--- src/sv/ddboc_pkg.sv ---
// Package for the DV DIF block order checker: item types, state type,
// section codes and order constants. Depends on nothing.
`default_nettype none

package ddboc_pkg;

    // Section type codes.
    localparam logic [2:0] SEC_HEADER  = 3'd0;
    localparam logic [2:0] SEC_SUBCODE = 3'd1;
    localparam logic [2:0] SEC_VAUX    = 3'd2;
    localparam logic [2:0] SEC_AUDIO   = 3'd3;
    localparam logic [2:0] SEC_VIDEO   = 3'd4;

    // Last sequence number of each line system.
    localparam logic [3:0] SEQ_LAST_525 = 4'd9;
    localparam logic [3:0] SEQ_LAST_625 = 4'd11;

    // Blocks per section: the expected block number that wraps back to block 0.
    localparam logic [7:0] WRAP_SUBCODE = 8'd2;
    localparam logic [7:0] WRAP_VAUX    = 8'd3;
    localparam logic [7:0] WRAP_AUDIO   = 8'd9;
    localparam logic [7:0] WRAP_VIDEO   = 8'd135;

    localparam logic [7:0] HEADERS_RESET = 8'd14;
    localparam logic [7:0] COUNT_MAX     = 8'd255;

    typedef struct packed {
        logic [2:0] section_type;
        logic [3:0] sequence_number;
        logic [7:0] block_number;
        logic       system_625;
    } t_in_item;

    typedef struct packed {
        logic sequence_error;
        logic block_error;
        logic checking_done;
    } t_out_item;

    // Order tracking state carried between items.
    typedef struct packed {
        logic [2:0]      last_section;
        logic [7:0][7:0] last_block;
        logic [3:0]      last_sequence;
        logic            system_known;
        logic            system_is_625;
        logic [7:0]      header_count;
        logic            accepted;
    } t_state;

    // State after reset: video last seen, each section at its final block.
    function automatic t_state state_reset();
        t_state s;
        s.last_section  = SEC_VIDEO;
        s.last_block    = '0;
        s.last_block[1] = 8'd1;
        s.last_block[2] = 8'd2;
        s.last_block[3] = 8'd8;
        s.last_block[4] = 8'd134;
        s.last_sequence = 4'd0;
        s.system_known  = 1'b0;
        s.system_is_625 = 1'b0;
        s.header_count  = 8'd0;
        s.accepted      = 1'b0;
        return s;
    endfunction

endpackage

`default_nettype wire

--- src/sv/ddboc_check.sv ---
// Combinational order check for one DIF block header: result and next state.
// Depends on ddboc_pkg.
`default_nettype none

module ddboc_check (
    input  wire ddboc_pkg::t_state    i_state,
    input  wire ddboc_pkg::t_in_item  i_item,
    input  wire logic [7:0]           i_headers_to_check,
    output ddboc_pkg::t_state         o_next_state,
    output ddboc_pkg::t_out_item      o_result
);
    import ddboc_pkg::*;

    // Rule shared by subcode, VAUX and audio blocks.
    function automatic logic order_bad(
        input logic [7:0] blk,
        input logic [2:0] prev_sec,
        input logic [2:0] first_pred,
        input logic [2:0] later_pred,
        input logic [7:0] expect_blk,
        input logic [7:0] wrap
    );
        logic pred_ok;
        logic num_bad;
        pred_ok = ((blk == 8'd0) && (prev_sec == first_pred)) ||
                  ((blk != 8'd0) && (prev_sec == later_pred));
        num_bad = (expect_blk != blk) && !((expect_blk == wrap) && (blk == 8'd0));
        return !pred_ok || num_bad;
    endfunction

    t_state     nxt;
    logic       seq_err;
    logic       blk_err;
    logic [7:0] expect_blk;
    logic [7:0] count_inc;

    // Sequence check, block check and header bookkeeping.
    always_comb begin
        nxt        = i_state;
        seq_err    = 1'b0;
        blk_err    = 1'b0;
        expect_blk = i_state.last_block[i_item.section_type] + 8'd1;
        count_inc  = (i_state.header_count < COUNT_MAX) ?
                     i_state.header_count + 8'd1 : i_state.header_count;
        if (!i_state.accepted) begin
            // The sequence number may only fall to zero after the system's last one.
            if (i_state.system_known && (i_state.last_sequence != i_item.sequence_number)) begin
                if ((i_item.sequence_number == 4'd0) &&
                    !(!i_state.system_is_625 && (i_state.last_sequence == SEQ_LAST_525)) &&
                    !(i_state.system_is_625 && (i_state.last_sequence == SEQ_LAST_625))) begin
                    seq_err = 1'b1;
                end
                nxt.last_sequence = i_item.sequence_number;
            end

            case (i_item.section_type)
                SEC_HEADER: begin
                    blk_err = (i_state.last_section != SEC_VIDEO) ||
                              (i_item.block_number != 8'd0);
                end
                SEC_SUBCODE: begin
                    blk_err = order_bad(i_item.block_number, i_state.last_section,
                                        SEC_HEADER, SEC_SUBCODE, expect_blk, WRAP_SUBCODE);
                end
                SEC_VAUX: begin
                    blk_err = order_bad(i_item.block_number, i_state.last_section,
                                        SEC_SUBCODE, SEC_VAUX, expect_blk, WRAP_VAUX);
                end
                SEC_AUDIO: begin
                    blk_err = order_bad(i_item.block_number, i_state.last_section,
                                        SEC_VAUX, SEC_VIDEO, expect_blk, WRAP_AUDIO);
                end
                SEC_VIDEO: begin
                    blk_err = !((i_state.last_section == SEC_AUDIO) ||
                                (i_state.last_section == SEC_VIDEO)) ||
                              ((expect_blk != i_item.block_number) &&
                               !((expect_blk == WRAP_VIDEO) && (i_item.block_number == 8'd0)));
                end
                default: begin
                    // Unknown sections are tracked but never checked.
                    blk_err = 1'b0;
                end
            endcase
            nxt.last_section = i_item.section_type;
            nxt.last_block[i_item.section_type] = i_item.block_number;

            // A header fixes the line system and counts towards the end of checking.
            if (i_item.section_type == SEC_HEADER) begin
                nxt.system_is_625 = i_item.system_625;
                nxt.system_known  = 1'b1;
                nxt.last_sequence = i_item.system_625 ? SEQ_LAST_625 : SEQ_LAST_525;
                nxt.header_count  = count_inc;
                if (count_inc >= i_headers_to_check) begin
                    nxt.accepted = 1'b1;
                end
            end
        end
    end

    assign o_next_state            = nxt;
    assign o_result.sequence_error = seq_err;
    assign o_result.block_error    = blk_err;
    assign o_result.checking_done  = nxt.accepted;

endmodule

`default_nettype wire

--- config.mk ---
export PLATFORM = sky130hd
export DESIGN_NAME = ddboc_check
export DESIGN_NICKNAME = d
export VERILOG_FILES = /design/src/sv/ddboc_pkg.sv /design/src/sv/ddboc_check.sv
export SDC_FILE = /design/constraint.sdc
export NUM_CORES = 1
export LEC_CHECK = 0
export ABC_AREA = 1
export ABC_CLOCK_PERIOD_IN_PS = 3200
export BUFFER_PORTS_ARGS = -buffer_cell sky130_fd_sc_hd__buf_4
export CAP_MARGIN = 20
export CORE_ASPECT_RATIO = 0.8
export CORE_MARGIN = 10
export CORE_UTILIZATION = 25
export DETAILED_ROUTE_END_ITERATION = 10
export GPL_TIMING_DRIVEN = 0
export PLACE_DENSITY_LB_ADDON = 0.1
export SYNTH_ARGS = -nofsm -noshare
export SYNTH_HDL_FRONTEND = slang
export SYNTH_SLANG_ARGS = --single-unit
--- constraint.sdc ---
create_clock -name vclk -period 3.2
set_input_delay 0.64 -clock vclk [all_inputs]
set_output_delay 0.64 -clock vclk [all_outputs]
set_load 0.03 [all_outputs]
== Word level (Yosys, flattened, before mapping) ==
Cells that the tools add are included.
Word-level totals
  bits in registers: 0
  latch bits: 0
  bits in writable memories: 0
  bits in read-only memories: 0
  bits of input ports: 106
  memories: 0
Cells by class
  add/sub/neg operators: 2
  multipliers: 0
  divide/modulo/power cells: 0
  order comparisons: 4
  eq/ne operators: 17
  shift-type cells: 0
  muxes and demuxes: 16
  bitwise operators: 0
  reduce and logical (&&, ||, !) cells: 45
Operators by type and width (number)
  82-bit two-way mux: 1
  64-bit bitwise mux: 1
  8-bit binary-select mux with 3-bit select: 1
  8-bit demux with 3-bit select: 1
  8-bit two-way mux: 3
  1-bit logical AND: 20
  8-bit by 1-bit adder with 8-bit output, second input constant: 2
  8-bit by 2-bit equality test with 1-bit output, second input constant: 2
  15-bit two-way mux: 1
  3-bit by 2-bit equality test with 1-bit output, second input constant: 4
  1-bit logical NOT: 11
  1-bit logical OR: 9
  4-bit equality test, second input constant: 2
  8-bit by 4-bit equality test with 1-bit output, second input constant: 1
  8-bit equality test, second input constant: 1
  8-bit greater-or-equal comparator: 1
  8-bit logical NOT: 1
  8-bit less-than comparator, second input constant: 1
  8-bit inequality test: 1
  8-bit nonzero test: 1
  3-bit by 1-bit equality test with 1-bit output, second input constant: 2
  3-bit equality test, second input constant: 2
  3-bit logical NOT: 2
  1-bit two-way mux: 5
  8 further kinds: 8

== Depth between registers and ports, before layout ==
  depth in word-level cells: 10
  depth in mapped cells: 25
  mapped depth without buffers: 23

== Least setup slack after synthesis ==
Ideal clock, no wire load.
  path type: input port to output port
  start point: input port i_state[3] (netlist name)
  end point: output port o_result[0] (netlist name)
  arrival time: 3.194 ns
  setup slack: -0.634 ns
  stages on the path: 18
  path buffers: 1
  cell sequence: nand3_1 > nor2_1 > nand2_1 > nor2_1 > inv_1 > nor2_1 > inv_1 > nand2_1 > o21ai_0 > ha_1 > a21boi_0 > o21a_1 > o21a_1 > o211ai_1 > a21boi_0 > o21ai_0 > a21oi_1 > buf_4
RTL lines
  start: declaration: RTL line ddboc_check.sv:6  | input wire ddboc_pkg::t_state i_state,
  end: declaration: RTL line ddboc_check.sv:10  | output ddboc_pkg::t_out_item o_result

==> results.py <==
metrics = {
    "outcome": {
        "outcome": "complete, but fails checks",
        "violations": "negative setup slack",
    },
    "global_routing": {
        "grt_pass1_wl_um": 25530,
        "grt_max_degree": 11,
        "grt_usage_pct": 19.88,
        "antenna_found_initial": 0,
        "overflow": 0,
        "grt_pass1_vias": 4811,
    },
    "hold_path": {
        "hold_start": "i_state[1]",
        "whs_path_depth": 3,
        "hold_end": "o_next_state[1]",
        "hold_class": "in -> out",
    },
    "critical_path": {
        "endpoint_kind": "primary output",
        "critPathMaxStageDelay_ns": 0.26,
        "critPathBufInv": 5,
        "crit_path_start_kind": "input port",
        "crit_type": "in -> out",
        "cp-startpoint": "i_state[3]",
        "cpMaxStageDelayCell": "ha_1",
        "critPathMaxFanout": 4,
        "cp_common_cell": "nor2_4",
        "cp_data_required_time_ns": 2.56,
        "critical_path.top_delay_family": "compound AO/OA/AOI/OAI gates",
        "crit_arrival_ns": 3.07,
        "crit_path_cell_trace": "buf_8 > nand3_4 > nor2_4 > nand2_4 > nor2_4 > inv_2 > nor2_4 > inv_4 > nand2_1 > xor2_2 > ha_1 > o21a_1 > o21a_1 > o211ai_1 > a21boi_1 > o21ai_2 > a21oi_4 > buf_6 > buf_6",
    },
    "job": {
        "drv_cap": 0,
    },
    "synthesis": {
        "synth_nets": 717,
        "syn_avg_cell_area_sq_um": 4.637,
        "synthCells": 598,
        "synthesis.area_sq_um": 2773,
        "synth_warnings": 0,
        "synth_seq_area_share_pct": 0,
        "ys_types": 33,
    },
    "floorplan": {
        "dieArea_sq_um": 15730,
        "num_io_pins": 191,
        "row_count": 34,
        "start_util_pct": 25.56,
        "die_w_um": 137.7,
        "fp.dieH_um": 114.2,
        "design.core.area_sq_um": 10850,
    },
    "finish": {
        "sequential_cell_total": 0,
        "regArea_sq_um": 0,
        "fillCellCount": 1204,
        "clock_buffers": 0,
        "antennaDiodeCount": 0,
        "drive_gt1_share_pct": 36.63,
        "fin_nets": 929,
        "area_growth_pct": 76.13,
    },
    "detailed_routing": {
        "vias_per_cell": 4.973,
        "wl_um": 16580,
        "final_antenna_net_count": 0,
        "vias": 4734,
        "drt_iter0_drc": 257,
        "wl_per_cell_um": 17.41,
        "dr.pass1.iters": 5,
        "drc": 0,
    },
    "sta": {
        "fmax_mhz": 269.6,
        "setup_viol": 3,
        "slew_viol_final": 0,
        "rsz0062_at_grt": "true",
        "worstMarginPinSlew_ns": 0.5688,
        "fin_ws_ns": -0.5093,
        "slew_headroom_pct": 61.94,
        "timing.hold.ws_ns": 1.606,
        "hold_viol": 0,
        "finalCritPeriodShare_pct": 115.9,
        "period_needed_ns": 3.709,
    },
    "power_and_ir_drop": {
        "ir_drop_v": 0.00007600,
        "total_power_mw": 0.8879,
        "leakagePower_nw": 2.734,
        "p_per_area_nw_per_um2": 181.8,
    },
    "placement": {
        "gp_congestion": 0.9323,
        "hpwl_um": 13660,
        "io_buffers": 189,
    },
}
[cell families after synthesis]
family	share of synthesized area [%]
AND/OR/NAND/NOR	59.43
AO/OA/AOI/OAI	18.95
buffers and inverters	11.60
adder cells (fa/ha/maj)	5.867
XOR/XNOR	3.791
multiplexers	0.3610
[metal layers]
layer | part of all wire [%] | global-route usage (%) | up-vias
met5 | 0 | 0 | -
met4 | 2.1 | 3.747 | 0
met3 | 11 | 5.000 | 23
met2 | 44 | 33.18 | 217
met1 | 43 | 25.36 | 2152
li1 | - | - | 2342
[report_power, final]
part | internal (mW) | switching [mW]
Combinational | 0.353 | 0.535
Clock | 0 | 0
Sequential | 0 | 0
[cells in the mapped netlist (3+ instances only)]
cell type | number | area, sq um
a21oi_1 | 4 | 20.02
buf_2 | 5 | 25.02
buf_4 | 5 | 37.54
buf_6 | 5 | 56.30
clkbuf_1 | 11 | 41.29
ha_1 | 13 | 162.7
inv_1 | 39 | 146.4
inv_2 | 3 | 11.26
nand2_1 | 304 | 1141
nand2_2 | 6 | 37.54
nand3_1 | 36 | 180.2
nand3_2 | 3 | 30.03
nand4_1 | 8 | 50.05
nor2_1 | 30 | 112.6
nor2_2 | 6 | 37.54
nor3_1 | 8 | 40.04
o21ai_0 | 81 | 405.4
o21ai_1 | 3 | 15.01
xor2_1 | 10 | 87.58
[through the flow]
stage	instance area [sq um]	instances	setup slack (ns)	TNS, ns	utilization, %
global route	4883	952	-0.7032	-2.231	45.02
finish	4883	952	-0.5093	-1.267	45.02
CTS	4742	943	-0.5739	-1.399	43.71
global placement	4448	931	-0.6252	-4.910	41.00
floorplan	2849	598	-0.1703	-0.1703	-
detailed placement	4448	931	-0.6310	-5.647	41.00
[placed cells by master, fill, tap and decap left out, types with 3 or more instances in the layout]
master / Yosys / final
nand2_1: 304 / 288
buf_6: 5 / 11
inv_1: 39 / 33
nand2_4: 0 / 4
buf_8: 0 / 6
nand3_1: 36 / 30
buf_4: 5 / 206
clkbuf_2: 0 / 3
nor3_1: 8 / 8
clkbuf_1: 11 / 7
nor2_1: 30 / 22
xor2_1: 10 / 9
a21oi_1: 4 / 3
inv_2: 3 / 6
ha_1: 13 / 10
o21ai_2: 1 / 3
nor2_4: 0 / 7
nor2_2: 6 / 7
ha_4: 0 / 3
nand2_2: 6 / 18
o21ai_0: 81 / 79
nand4_1: 8 / 8
nand3_2: 3 / 7
[worst max path at each step]
stage / to / slack (ns) / cells after the start
after CTS: o_result[0] / -0.57 / 20
after global placement: o_result[0] / -0.63 / 19
after global routing: o_result[0] / -0.70 / 20
after floorplan: o_result[0] / -0.17 / 18
final: o_result[0] / -0.51 / 19
after detailed placement: o_result[0] / -0.63 / 18
[area by class of cell]
| class | instances | area, sq um | share of cell area, % |
|---|---|---|---|
| multi-input cells | 529 | 2698 | 55.24 |
| plain buffers | 24 | 186.4 | 3.818 |
| repair buffers | 212 | 1645 | 33.69 |
| well taps | 144 | 180.2 | 3.689 |
| inverters | 43 | 173.9 | 3.561 |
[timing repair]
item / in CTS / in global routing
setup buffers: 13 / 10
pin swaps: 31 / 25
gates cloned: 0 / 0
endpoints found under the hold margin: 0 / 0
setup endpoints to repair: 25 / 21
resized for setup: 51 / 24
hold buffers: 0 / 0
[worst min-delay path: stages]
cell,delay [ns]
buf_6,0.10
xor2_1,0.07
buf_4,0.16
No activity file was read; power rests on OpenSTA's default activity.
